==> src/rtl/cctq_pkg.sv <==
// ----------------------------------------------------------------------------
// cctq_pkg
// Shared types and constants for the coalescing connect task queue.
// ----------------------------------------------------------------------------
package cctq_pkg;

	// Default sizes
	localparam int NUM_ENGINES_DEF = 64;
	localparam int QUEUE_DEPTH_DEF = 64;

	// Field widths fixed by the transaction format
	localparam int ID_W     = 6;
	localparam int STATUS_W = 3;
	localparam int CAP_W    = 7;

	// Capacity register value after reset
	localparam logic [CAP_W-1:0] CAP_RESET = 7'd64;

	// Request codes
	typedef enum logic [1:0] {
		REQ_SUBMIT   = 2'd0,
		REQ_DISPATCH = 2'd1,
		REQ_SET      = 2'd2,
		REQ_GET      = 2'd3
	} req_type_t;

	// Submit outcome codes
	typedef enum logic [1:0] {
		ACT_NONE     = 2'd0,
		ACT_APPENDED = 2'd1,
		ACT_DUP      = 2'd2,
		ACT_REPLACED = 2'd3
	} submit_act_t;

	// Engine status codes
	localparam logic [STATUS_W-1:0] ST_NOT_CONN      = 3'd0;
	localparam logic [STATUS_W-1:0] ST_CONNECTING    = 3'd1;
	localparam logic [STATUS_W-1:0] ST_DISCONNECTING = 3'd2;

	// Result codes
	localparam logic RC_OK   = 1'b0;
	localparam logic RC_FULL = 1'b1;

endpackage

==> src/rtl/cctq_if.sv <==
// ----------------------------------------------------------------------------
// cctq request / response channels
// Valid/ready channels carrying request and response transactions.
// ----------------------------------------------------------------------------
interface cctq_req_if;
	logic       valid;
	logic       ready;
	logic [1:0] req_type;
	logic [5:0] engine_id;
	logic       want_connect;
	logic [2:0] new_status;

	modport source (output valid, req_type, engine_id, want_connect, new_status,
		input ready);
	modport sink (input valid, req_type, engine_id, want_connect, new_status,
		output ready);
endinterface

interface cctq_rsp_if;
	logic       valid;
	logic       ready;
	logic       result_code;
	logic [1:0] submit_action;
	logic       dispatch_valid;
	logic [5:0] dispatch_engine;
	logic       dispatch_connect;
	logic [2:0] status_out;

	modport source (output valid, result_code, submit_action, dispatch_valid,
		dispatch_engine, dispatch_connect, status_out, input ready);
	modport sink (input valid, result_code, submit_action, dispatch_valid,
		dispatch_engine, dispatch_connect, status_out, output ready);
endinterface

==> src/rtl/cctq_ram.sv <==
// ----------------------------------------------------------------------------
// cctq_ram
// Generic one-write, one-read RAM with registered read data.
// ----------------------------------------------------------------------------
module cctq_ram #(
	parameter int W = 8,
	parameter int D = 64
) (
	input  logic                            clk,
	input  logic                            we,
	input  logic [(D > 1 ? $clog2(D) : 1)-1:0] waddr,
	input  logic [W-1:0]                    wdata,
	input  logic [(D > 1 ? $clog2(D) : 1)-1:0] raddr,
	output logic [W-1:0]                    rdata
);

	logic [W-1:0] mem [D];

	// write port and registered read port
	always_ff @(posedge clk) begin
		if (we) begin
			mem[waddr] <= wdata;
		end
		rdata <= mem[raddr];
	end

endmodule

==> src/rtl/coalescing_connect_task_queue_core.sv <==
// ----------------------------------------------------------------------------
// coalescing_connect_task_queue_core
// Coalescing connect/disconnect request queue with per-engine status table.
// ----------------------------------------------------------------------------
// Usage:
//   req (sink): one transaction per request: submit, dispatch, set or get.
//   rsp (source): exactly one response transaction per request.
//   cfg_we/cfg_wdata: writes queue_capacity; write only while idle.
// Sequencing: get and set use the status table only; a plain append also
//   writes the queue tail. A submit that hits a queued entry scans the queue
//   in S_QRD and S_QCHK per entry; a dispatch scans in S_QRD, S_QCHK and
//   S_SCHK per entry checked. Removing an entry compacts the tail in S_CRD
//   and S_CWR per entry behind it, so the worst case grows with QUEUE_DEPTH.
//   This is set by the single queue RAM port pair and the status RAM read.
// Throughput: one request at a time; req.ready is high only when idle.
// Reset: the status table is swept to not-connected, one engine per cycle,
//   with req.ready low. Queue count and capacity reset.
// Stall: a finished response waits in the output register; the block can
//   take the next request meanwhile, and holds its next response until the
//   output register is free.
// ----------------------------------------------------------------------------
module coalescing_connect_task_queue_core #(
	parameter int NUM_ENGINES = cctq_pkg::NUM_ENGINES_DEF,
	parameter int QUEUE_DEPTH = cctq_pkg::QUEUE_DEPTH_DEF
) (
	input  logic                       clk,
	input  logic                       arst_n,
	cctq_req_if.sink                   req,
	cctq_rsp_if.source                 rsp,
	input  logic                       cfg_we,
	input  logic [cctq_pkg::CAP_W-1:0] cfg_wdata
);

	localparam int EW   = $clog2(NUM_ENGINES);
	localparam int AW   = QUEUE_DEPTH > 1 ? $clog2(QUEUE_DEPTH) : 1;
	localparam int CW   = $clog2(QUEUE_DEPTH + 1);
	localparam int CMPW = CW > cctq_pkg::CAP_W ? CW : cctq_pkg::CAP_W;
	localparam int SW   = cctq_pkg::STATUS_W;

	typedef enum logic [3:0] {
		S_CLEAR, S_IDLE, S_STAT, S_QRD, S_QCHK, S_SCHK, S_CRD, S_CWR,
		S_APPEND, S_FIN
	} state_t;

	state_t state_q;

	// engine id reduction table
	logic [EW-1:0] mod_tab [64];
	for (genvar g = 0; g < 64; g++) begin : g_mod
		assign mod_tab[g] = EW'(g % NUM_ENGINES);
	end

	// request registers
	cctq_pkg::req_type_t op_q;
	logic [EW-1:0]       eng_q;
	logic                kind_q;
	logic [SW-1:0]       nst_q;

	// sequencer registers
	logic [CW-1:0]       idx_q;
	logic [CW-1:0]       count_q;
	logic [EW-1:0]       clr_q;
	logic [EW-1:0]       qe_q;
	logic                qk_q;
	logic [cctq_pkg::CAP_W-1:0] cap_q;

	// result registers
	logic                   rc_q;
	cctq_pkg::submit_act_t  act_q;
	logic                   dv_q;
	logic [EW-1:0]          de_q;
	logic                   dc_q;
	logic [SW-1:0]          so_q;

	// output register
	logic                   ov_q;
	logic                   orc_q;
	logic [1:0]             oact_q;
	logic                   odv_q;
	logic [EW-1:0]          ode_q;
	logic                   odc_q;
	logic [SW-1:0]          oso_q;

	// RAM ports
	logic            q_we;
	logic [AW-1:0]   q_waddr, q_raddr;
	logic [EW:0]     q_wdata, q_rdata;
	logic            s_we;
	logic [EW-1:0]   s_waddr, s_raddr;
	logic [SW:0]     s_wdata, s_rdata;

	logic [CW-1:0]   idx_nxt;
	logic            full;
	logic [CMPW-1:0] cap_eff;
	logic            eligible;

	// queue entries {engine, kind}
	cctq_ram #(.W(EW + 1), .D(QUEUE_DEPTH)) u_queue (
		.clk(clk), .we(q_we), .waddr(q_waddr), .wdata(q_wdata),
		.raddr(q_raddr), .rdata(q_rdata)
	);

	// status table entries {pending, status}
	cctq_ram #(.W(SW + 1), .D(NUM_ENGINES)) u_status (
		.clk(clk), .we(s_we), .waddr(s_waddr), .wdata(s_wdata),
		.raddr(s_raddr), .rdata(s_rdata)
	);

	// shared compare unit
	assign idx_nxt  = idx_q + CW'(1);
	assign cap_eff  = (CMPW'(cap_q) > CMPW'(QUEUE_DEPTH)) ? CMPW'(QUEUE_DEPTH) : CMPW'(cap_q);
	assign full     = CMPW'(count_q) >= cap_eff;
	assign eligible = (s_rdata[SW-1:0] != cctq_pkg::ST_CONNECTING) &&
		(s_rdata[SW-1:0] != cctq_pkg::ST_DISCONNECTING);

	// queue RAM control
	always_comb begin
		q_we    = 1'b0;
		q_waddr = idx_q[AW-1:0];
		q_wdata = q_rdata;
		q_raddr = idx_q[AW-1:0];
		unique case (state_q)
			S_CRD:    q_raddr = idx_nxt[AW-1:0];
			S_CWR:    q_we = 1'b1;
			S_APPEND: begin
				q_we    = 1'b1;
				q_waddr = count_q[AW-1:0];
				q_wdata = {eng_q, kind_q};
			end
			default: ;
		endcase
	end

	// status RAM control
	always_comb begin
		s_we    = 1'b0;
		s_waddr = eng_q;
		s_wdata = s_rdata;
		s_raddr = eng_q;
		unique case (state_q)
			S_CLEAR: begin
				s_we    = 1'b1;
				s_waddr = clr_q;
				s_wdata = '0;
			end
			S_IDLE: s_raddr = mod_tab[req.engine_id];
			S_STAT: begin
				if (op_q == cctq_pkg::REQ_SET) begin
					s_we    = 1'b1;
					s_wdata = {s_rdata[SW], nst_q};
				end else if (op_q == cctq_pkg::REQ_SUBMIT && !full && !s_rdata[SW]) begin
					s_we    = 1'b1;
					s_wdata = {1'b1, s_rdata[SW-1:0]};
				end
			end
			S_QCHK: s_raddr = q_rdata[EW:1];
			S_SCHK: begin
				s_waddr = qe_q;
				if (eligible) begin
					s_we    = 1'b1;
					s_wdata = {1'b0, qk_q ? cctq_pkg::ST_CONNECTING
						: cctq_pkg::ST_DISCONNECTING};
				end
			end
			default: ;
		endcase
	end

	assign req.ready            = (state_q == S_IDLE);
	assign rsp.valid            = ov_q;
	assign rsp.result_code      = orc_q;
	assign rsp.submit_action    = oact_q;
	assign rsp.dispatch_valid   = odv_q;
	assign rsp.dispatch_engine  = 6'(ode_q);
	assign rsp.dispatch_connect = odc_q;
	assign rsp.status_out       = oso_q;

	// capacity register
	always_ff @(posedge clk or negedge arst_n) begin
		if (!arst_n) begin
			cap_q <= cctq_pkg::CAP_RESET;
		end else if (cfg_we) begin
			cap_q <= cfg_wdata;
		end
	end

	// sequencer
	always_ff @(posedge clk or negedge arst_n) begin
		if (!arst_n) begin
			state_q <= S_CLEAR;
			clr_q   <= '0;
			count_q <= '0;
			ov_q    <= 1'b0;
		end else begin
			// output register frees up; S_FIN refills it on its own
			if (ov_q && rsp.ready && state_q != S_FIN) begin
				ov_q <= 1'b0;
			end
			unique case (state_q)
				S_CLEAR: begin
					clr_q <= clr_q + EW'(1);
					if (clr_q == EW'(NUM_ENGINES - 1)) begin
						state_q <= S_IDLE;
					end
				end
				S_IDLE: begin
					if (req.valid) begin
						op_q    <= cctq_pkg::req_type_t'(req.req_type);
						eng_q   <= mod_tab[req.engine_id];
						kind_q  <= req.want_connect;
						nst_q   <= req.new_status;
						rc_q    <= cctq_pkg::RC_OK;
						act_q   <= cctq_pkg::ACT_NONE;
						dv_q    <= 1'b0;
						de_q    <= '0;
						dc_q    <= 1'b0;
						so_q    <= '0;
						idx_q   <= '0;
						state_q <= S_STAT;
					end
				end
				S_STAT: begin
					unique case (op_q)
						cctq_pkg::REQ_GET: begin
							so_q    <= s_rdata[SW-1:0];
							state_q <= S_FIN;
						end
						cctq_pkg::REQ_SET: state_q <= S_FIN;
						cctq_pkg::REQ_SUBMIT: begin
							if (full) begin
								rc_q    <= cctq_pkg::RC_FULL;
								state_q <= S_FIN;
							end else if (!s_rdata[SW]) begin
								act_q   <= cctq_pkg::ACT_APPENDED;
								state_q <= S_APPEND;
							end else begin
								state_q <= S_QRD;
							end
						end
						cctq_pkg::REQ_DISPATCH: begin
							state_q <= (count_q == '0) ? S_FIN : S_QRD;
						end
					endcase
				end
				S_QRD: state_q <= S_QCHK;
				S_QCHK: begin
					qe_q <= q_rdata[EW:1];
					qk_q <= q_rdata[0];
					if (op_q == cctq_pkg::REQ_DISPATCH) begin
						state_q <= S_SCHK;
					end else if (q_rdata[EW:1] == eng_q) begin
						if (q_rdata[0] == kind_q) begin
							act_q   <= cctq_pkg::ACT_DUP;
							state_q <= S_FIN;
						end else begin
							act_q   <= cctq_pkg::ACT_REPLACED;
							state_q <= S_CRD;
						end
					end else begin
						idx_q   <= idx_nxt;
						state_q <= S_QRD;
					end
				end
				S_SCHK: begin
					if (eligible) begin
						dv_q    <= 1'b1;
						de_q    <= qe_q;
						dc_q    <= qk_q;
						state_q <= S_CRD;
					end else if (idx_nxt == count_q) begin
						state_q <= S_FIN;
					end else begin
						idx_q   <= idx_nxt;
						state_q <= S_QRD;
					end
				end
				S_CRD: begin
					if (idx_nxt < count_q) begin
						state_q <= S_CWR;
					end else begin
						count_q <= count_q - CW'(1);
						state_q <= (op_q == cctq_pkg::REQ_SUBMIT) ? S_APPEND : S_FIN;
					end
				end
				S_CWR: begin
					idx_q   <= idx_nxt;
					state_q <= S_CRD;
				end
				S_APPEND: begin
					count_q <= count_q + CW'(1);
					state_q <= S_FIN;
				end
				S_FIN: begin
					if (!ov_q || rsp.ready) begin
						ov_q    <= 1'b1;
						orc_q   <= rc_q;
						oact_q  <= act_q;
						odv_q   <= dv_q;
						ode_q   <= de_q;
						odc_q   <= dc_q;
						oso_q   <= so_q;
						state_q <= S_IDLE;
					end
				end
				default: state_q <= S_IDLE;
			endcase
		end
	end

endmodule

==> src/flat_wrapper.sv <==
// flat-port wrapper written by rule: the top's interface ports become plain ports
module coalescing_connect_task_queue_core_flat 
#(
	parameter int NUM_ENGINES = cctq_pkg::NUM_ENGINES_DEF,
	parameter int QUEUE_DEPTH = cctq_pkg::QUEUE_DEPTH_DEF
)
  (clk, arst_n, cfg_we, cfg_wdata, req_valid, req_req_type, req_engine_id, req_want_connect, req_new_status, req_ready, rsp_valid, rsp_result_code, rsp_submit_action, rsp_dispatch_valid, rsp_dispatch_engine, rsp_dispatch_connect, rsp_status_out, rsp_ready);
  cctq_req_if req_i ();
  cctq_rsp_if rsp_i ();
  input  logic clk;
  input  logic arst_n;
  input  logic cfg_we;
  input  logic [cctq_pkg::CAP_W-1:0] cfg_wdata;
  input wire logic [$bits(req_i.valid)-1:0] req_valid;
  input wire logic [$bits(req_i.req_type)-1:0] req_req_type;
  input wire logic [$bits(req_i.engine_id)-1:0] req_engine_id;
  input wire logic [$bits(req_i.want_connect)-1:0] req_want_connect;
  input wire logic [$bits(req_i.new_status)-1:0] req_new_status;
  output wire logic [$bits(req_i.ready)-1:0] req_ready;
  output wire logic [$bits(rsp_i.valid)-1:0] rsp_valid;
  output wire logic [$bits(rsp_i.result_code)-1:0] rsp_result_code;
  output wire logic [$bits(rsp_i.submit_action)-1:0] rsp_submit_action;
  output wire logic [$bits(rsp_i.dispatch_valid)-1:0] rsp_dispatch_valid;
  output wire logic [$bits(rsp_i.dispatch_engine)-1:0] rsp_dispatch_engine;
  output wire logic [$bits(rsp_i.dispatch_connect)-1:0] rsp_dispatch_connect;
  output wire logic [$bits(rsp_i.status_out)-1:0] rsp_status_out;
  input wire logic [$bits(rsp_i.ready)-1:0] rsp_ready;
  assign req_i.valid = req_valid;
  assign req_i.req_type = req_req_type;
  assign req_i.engine_id = req_engine_id;
  assign req_i.want_connect = req_want_connect;
  assign req_i.new_status = req_new_status;
  assign req_ready = req_i.ready;
  assign rsp_valid = rsp_i.valid;
  assign rsp_result_code = rsp_i.result_code;
  assign rsp_submit_action = rsp_i.submit_action;
  assign rsp_dispatch_valid = rsp_i.dispatch_valid;
  assign rsp_dispatch_engine = rsp_i.dispatch_engine;
  assign rsp_dispatch_connect = rsp_i.dispatch_connect;
  assign rsp_status_out = rsp_i.status_out;
  assign rsp_i.ready = rsp_ready;
  coalescing_connect_task_queue_core #(.NUM_ENGINES(NUM_ENGINES), .QUEUE_DEPTH(QUEUE_DEPTH)) u_core (.clk(clk), .arst_n(arst_n), .req(req_i), .rsp(rsp_i), .cfg_we(cfg_we), .cfg_wdata(cfg_wdata));
endmodule
==> config.mk <==
export PLATFORM = sky130hd
export DESIGN_NAME = coalescing_connect_task_queue_core_flat
export DESIGN_NICKNAME = d
export VERILOG_FILES = /design/src/rtl/cctq_pkg.sv /design/src/rtl/cctq_if.sv /design/src/rtl/cctq_ram.sv /design/src/rtl/coalescing_connect_task_queue_core.sv /design/src/flat_wrapper.sv
export SDC_FILE = /design/constraint.sdc
export NUM_CORES = 1
export LEC_CHECK = 0
export BUFFER_PORTS_ARGS = -buffer_cell sky130_fd_sc_hd__buf_4
export CAP_MARGIN = 20
export CORE_MARGIN = 3
export CORE_UTILIZATION = 30
export DETAILED_ROUTE_END_ITERATION = 6
export PLACE_DENSITY_LB_ADDON = 0.3
export SLEW_MARGIN = 20
export SYNTH_ARGS = -nofsm -noshare
export SYNTH_HDL_FRONTEND = slang
export SYNTH_SLANG_ARGS = --single-unit
==> constraint.sdc <==
create_clock -name clk -period 4.6 [get_ports clk]
set_input_delay 0.92 -clock clk [delete_from_list [all_inputs] [get_ports clk]]
set_output_delay 0.92 -clock clk [all_outputs]
set_load 0.05 [all_outputs]
==> results.cfg, run 1 <==
[detailed_routing]
ant_nets = 0
drtIter0Drc = 1693
vias_per_cell = 5.10
dr.pass1.iters = 5
wl_per_cell_um = 22.8
drc_errors = 0
vias = 18071
wl_um = 81000

[clock_network]
root_buffer = clkbuf_16
cts.sinks = 794
cts.clk_slew.worst_paths_ns = 0.07
cts.repair.resized = 0
cts_tree = yes
hold_buffers = 0
h-tree-depth = 3
post-cts-setup-buffer-count = 0
cts_made_buffers = 83
clk_path_buf_depth = 3
clock_latency_ns = 0.66

[timing]
whs_ns = 0.322
rsz0062_at_grt = false
fmax_ghz = 0.253
tightest_slew_ns = 1.01
finalSetupTns_ns = 0
slew_violations = 0
relSlewSlack_pct = 32.5
finalCritPeriodShare_pct = 85.8
skew_ns = 0.0470
hold_viol = 0
period_needed_ns = 3.95
setup_viol = 0

[place]
port_buffers = 39
dp_cells = 3387
place_congestion = 0.834
post-dp-hpwl_um = 51400

[setup_path]
path_max_fanout = 35
crit_arrival_ns = 4.47
cp-start-kind = register
required_ns = 5.13
cp-end-kind = register
path_class = reg2reg

[global_route]
antenna_found_initial = 3
grt_usage_pct = 14.3
grt_overflow = 0
grt_pass1_vias = 18477
grt_max_degree = 89
grt_pass1_wl_um = 121000

[cells_and_area]
area_growth_pct = 15.3
final_cell_mix = edfxtp_1 (758), nand2_1 (322), mux4_2 (140)
final_cells = 3544
mostFrequentLayoutCell = edfxtp_1
drive_gt1_share_pct = 19.3
fillers = 10060
nets = 2115

[flow_run]
maxCapViolCount = 0

[yosys]
yosysWarningCount = 0
yosysTopAreaCellShare_pct = 69.6
synth_edf_count = 758
syn_avg_cell_area_sq_um = 16.3
synthTopCellsByArea = edfxtp_1 (70%), mux4_2 (9.6%), nand2_1 (3.8%), dfrtp_1 (1.8%), a21oi_1 (1.5%)
yosysTopAreaCell = edfxtp_1
ys_seq_area_share_pct = 72.2
synth_nets = 2048
ys_types = 73
synthCells = 2002
ys_seq_elements = 794
synth_flop_cell = edfxtp_1
async_flop_share_pct = 3.15
netlist_area_sq_um = 32700

[pwr]
power_density_nw_per_um2 = 702
p_leak_nw = 12.1
peakVddDrop_mv = 0.622

[run_status]
status = completed

[floorplan]
ios = 40
start_util_pct = 30.4
row_count = 120
die_area_sq_um = 113000
core-area_sq_um = 108000
die_h_um = 336
die_w_um = 336

[min_path]
hp-class = in2async
-- registers in the layout, summed over array words and instances (netlist names), 6 cells and up --
name / cells
u_core.cap_q: 7
u_core.clr_q: 6
u_core.count_q: 7
u_core.de_q: 6
u_core.eng_q: 6
u_core.idx_q: 7
u_core.qe_q: 6
u_core.rsp.dispatch_engine: 6
u_core.u_queue.mem: 448
u_core.u_queue.rdata: 7
u_core.u_status.mem: 256
-- worst max-delay path, cell delays in order (launching register included) --
cell and delay (ns):
dfrtp_1 0.53, or4b_1 0.74, nand3_1 0.25, and2_4 0.48
buf_4 0.38, mux2i_1 0.28, a32oi_1 0.08, a311oi_1 0.51
nor4_1 0.21, mux2_2 0.32
-- layout make-up --
type	instances	area, sq um	area share [%]
diodes	1	2.50	0.00664
clock buffers	96	2150	5.70
clock inverters	60	773	2.05
inverters	20	80.1	0.213
multi-input cells	1091	8650	23.0
flip-flops and latches	794	23600	62.7
well taps	1403	1760	4.66
repair buffers	79	656	1.74
-- cells in the mapped netlist, types with 12 or more instances --
master	n
mux2_2	12
nand3_1	69
ha_1	21
nand2_1	331
nor4_1	18
clkbuf_1	49
a32oi_1	24
xor2_1	12
dfrtp_1	24
mux2i_1	47
xnor2_1	18
inv_1	18
mux4_2	140
a22oi_1	17
buf_2	31
a31oi_1	18
edfxtp_1	758
a21oi_1	97
o21ai_0	19
and3_1	14
nor2_1	102
-- final timing paths --
check	from	endpoint	slack, ns	depth (start not counted)
min reg2reg	u_core.act_q[0]$_DFFE_PP_	u_core.rsp.submit_action[0]$_DFFE_PP_	0.41	0
max in group asynchronous	arst_n	u_core.clr_q[3]$_DFFE_PN0P_	3.92	2
min	arst_n	u_core.cap_q[1]$_DFFE_PN0P_	0.32	2
max reg2reg	u_core.state_q[3]$_DFFE_PN0P_	u_core.u_status.rdata[1]$_DFF_P_	0.65	9
max	u_core.state_q[3]$_DFFE_PN0P_	u_core.u_status.rdata[1]$_DFF_P_	0.65	9
min in group clk	u_core.act_q[0]$_DFFE_PP_	u_core.rsp.submit_action[0]$_DFFE_PP_	0.41	0
-- stage by stage --
stage	utilization (%)	worst slack, ns	instance area, sq um	total power [W]
finish	35.0	0.653	37700	0.0265
global placement	32.3	0.791	34700	0.0196
CTS	35.0	0.647	37700	0.0267
global route	35.0	0.410	37700	0.0277
detailed placement	32.3	0.702	34800	0.0197
floorplan	-	0.986	32700	0.0161
-- per-layer routing --
layer	vias up	routed length [um]	GRT usage, %
met5	-	12	0
met3	134	6040	2.98
met2	742	38400	23.1
li1	7959	-	-
met1	9234	34400	19.4
met4	2	2160	4.72
-- cell families (layout without fill, tap and decap cells) --
family / count (synthesis) / in the layout / synth area share (%)
other: 0 / 1 / 0
AND/OR/NAND/NOR: 596 / 596 / 8.00
flip-flops: 794 / 794 / 72.2
adder cells (fa/ha/maj): 22 / 22 / 0.865
XOR/XNOR: 31 / 31 / 0.854
AO/OA/AOI/OAI: 243 / 243 / 4.87
buffers and inverters: 117 / 255 / 1.67
multiplexers: 199 / 199 / 11.5
-- where the power goes --
group | internal, W | total, W | switching [W]
registers | 0.00989 | 0.0103 | 0.000389
logic | 0.00280 | 0.00920 | 0.00640
clock network | 0.00406 | 0.00699 | 0.00293
(Power assumes the default switching activity.)
==> run 2: changes to the inputs <==
==> constraint.sdc (replaced) <==
create_clock -name clk -period 3.2 [get_ports clk]
set_input_delay 0.64 -clock clk [delete_from_list [all_inputs] [get_ports clk]]
set_output_delay 0.64 -clock clk [all_outputs]
set_load 0.05 [all_outputs]
==> run 2 against run 1 <==
Net effect:
- total power increased by 54%
- combinational power increased by 76%
- fmax increased by 25%
- wire length increased by 3.9%
- first-iteration DRC count increased by 20%
- register-to-register slack got worse by 0.61 ns
- global-route usage increased by 0.41 points
- non-clock buffer count increased by 247
- highest routed layer unchanged
==> results.cfg, run 2 (synthesis gave the netlist of run 1 again) <==
[run_status]
status = completed

[cells_and_area]
top_register = u_core.u_queue.mem
final_util_pct = 37.4
drive_gt1_share_pct = 29.1
area_growth_pct = 23.1
top_regs = u_core.u_queue.mem (448), u_core.u_status.mem (256)
mostFrequentLayoutCell = edfxtp_1
final_cell_mix = edfxtp_1 (758), nand2_1 (321), buf_4 (274)
largest_register_ffs = 448
nets = 2363
diodes = 0

[pwr]
switchingPower_w = 0.0146
swShare_pct = 35.9
p_comb_share_pct = 39.9
seqPwrFrac_pct = 35.9
finalPower_w = 0.0408
clkPwrFrac_pct = 24.2
p_leak_nw = 13.6
peakVddDrop_mv = 0.712
intPower_w = 0.0261
power_density_nw_per_um2 = 1010

[timing]
rsz0062_at_grt = true
hold_viol = 0
skew_ns = 0.0658
finalCritPeriodShare_pct = 98.7
period_needed_ns = 3.16
relSlewSlack_pct = 31.2
slew_violations = 0
fmax_ghz = 0.317
setup_viol = 0
tightest_slew_ns = 1.03

[detailed_routing]
wl_um = 84100
ant_nets = 0
vias_per_cell = 5.01
wl_per_cell_um = 22.2
vias = 18953
drc_errors = 0
dr.pass1.iters = 5
drtIter0Drc = 2034

[floorplan]
ios = 40
row_count = 120
die_area_sq_um = 113000
die_h_um = 336
die_w_um = 336
start_util_pct = 30.4
core-area_sq_um = 108000

[global_route]
grt_max_degree = 66
grt_overflow = 0
grt_usage_pct = 14.8
grt_pass1_wl_um = 125000
antenna_found_initial = 1
grt_pass1_vias = 19274

[setup_path]
crit_arrival_ns = 3.73
path_max_fanout = 42
cp-start-kind = register
cp_cell_sequence = or4b_4, inv_2, a22oi_2, and2_4, buf_16, mux2i_1, a32oi_1, a31oi_2, nor4_2, buf_4, mux2_2
cp-end-kind = register
crit_path_max_incr_delay_ns = 0.59
required_ns = 3.78
path_delay_family = simple AND/OR/NAND/NOR gates
crit_buf_inv = 3
cp_slowest_cell = or4b_4
path_class = reg2reg

[place]
port_buffers = 39
place_congestion = 0.838
post-dp-hpwl_um = 54800

[clock_network]
cts_tree = yes
cts_made_buffers = 84
h-tree-depth = 3
cts.sinks = 794
root_buffer = clkbuf_16
clock_latency_ns = 0.66
cts.clk_slew.worst_paths_ns = 0.06
clk_path_buf_depth = 3
hold_buffers = 0

[min_path]
hp-class = in2async

[flow_run]
maxCapViolCount = 0
==> run 2: cell count changes in the layout (fill, tap and decap cells not counted), moves of 5 or more <==
cell,delta
clkinvlp_4,-8
buf_12,+29
a22oi_2,+10
a21oi_2,+5
a22oi_1,-10
clkinv_1,+10
clkinv_4,-5
buf_4,+200
a21oi_1,-5
buf_6,+9
==> run 2: layer usage <==
metal | part of all wire [%] | wire [um] | GRT usage (%) | vias up
met4 | 2.2 | 1880 | 4.57 | 2
met3 | 6.5 | 5490 | 2.86 | 117
met1 | 45 | 37800 | 20.7 | 9709
met2 | 46 | 39000 | 23.2 | 666
li1 | - | - | - | 8459
met5 | 0.015 | 13 | 0 | -
==> run 2: through the flow <==
| step | std cells | TNS (ns) | worst slack [ns] | hold WS, ns | instance area (sq um) |
|---|---|---|---|---|---|
| floorplan | 2002 | 0 | 0.0134 | 0.344 | 32700 |
| global placement | 3620 | -0.514 | -0.216 | 0.405 | 36900 |
| detailed placement | 3620 | -0.581 | -0.248 | 0.405 | 36900 |
| CTS | 3773 | -0.00939 | -0.00362 | 0.0104 | 39800 |
| global route | 3786 | -3.22 | -0.0557 | 0.0207 | 40200 |
| finish | 3786 | 0 | 0.0430 | 0.0280 | 40200 |
==> run 2: what timing repair did <==
| item | in CTS | in global routing |
|---|---|---|
| setup endpoints to repair | 14 | 283 |
| cloned | 1 | 4 |
| pin swaps | 1 | 2 |
| resized for setup | 13 | 54 |
| buffers inserted | 0 | 9 |
==> run 2: final cells by class <==
class,instances,area [sq um]
fillers,9895,67400
flip-flops and latches,794,23600
multi-input cells,1091,8890
repair buffers,326,3060
clock buffers,95,2150
well taps,1403,1760
clock inverters,57,679
inverters,20,80.1
==> run 2: power by group through the flow <==
stage	clock [W]	sequential, W	combinational, W
final	0.00987	0.0146	0.0162
after floorplan	0	0.0148	0.00840
after detailed placement	0	0.0148	0.0154
after global placement	0	0.0148	0.0151
after global routing	0.0106	0.0147	0.0175
after CTS	0.0101	0.0146	0.0157
==> run 2: worst paths after layout <==
check	from	endpoint	slack, ns	cells after the start
max in group asynchronous	arst_n	u_core.clr_q[4]$_DFFE_PN0P_	2.83	2
setup reg to reg	u_core.state_q[3]$_DFFE_PN0P_	u_core.u_status.rdata[1]$_DFF_P_	0.04	11
hold / removal	arst_n	u_core.cap_q[0]$_DFFE_PN0P_	0.03	2
setup / recovery	u_core.state_q[3]$_DFFE_PN0P_	u_core.u_status.rdata[1]$_DFF_P_	0.04	11
min in group clk	req_req_type[0]	u_core.op_q[0]$_DFFE_PP_	0.16	1
hold reg to reg	u_core.act_q[0]$_DFFE_PP_	u_core.rsp.submit_action[0]$_DFFE_PP_	0.41	0
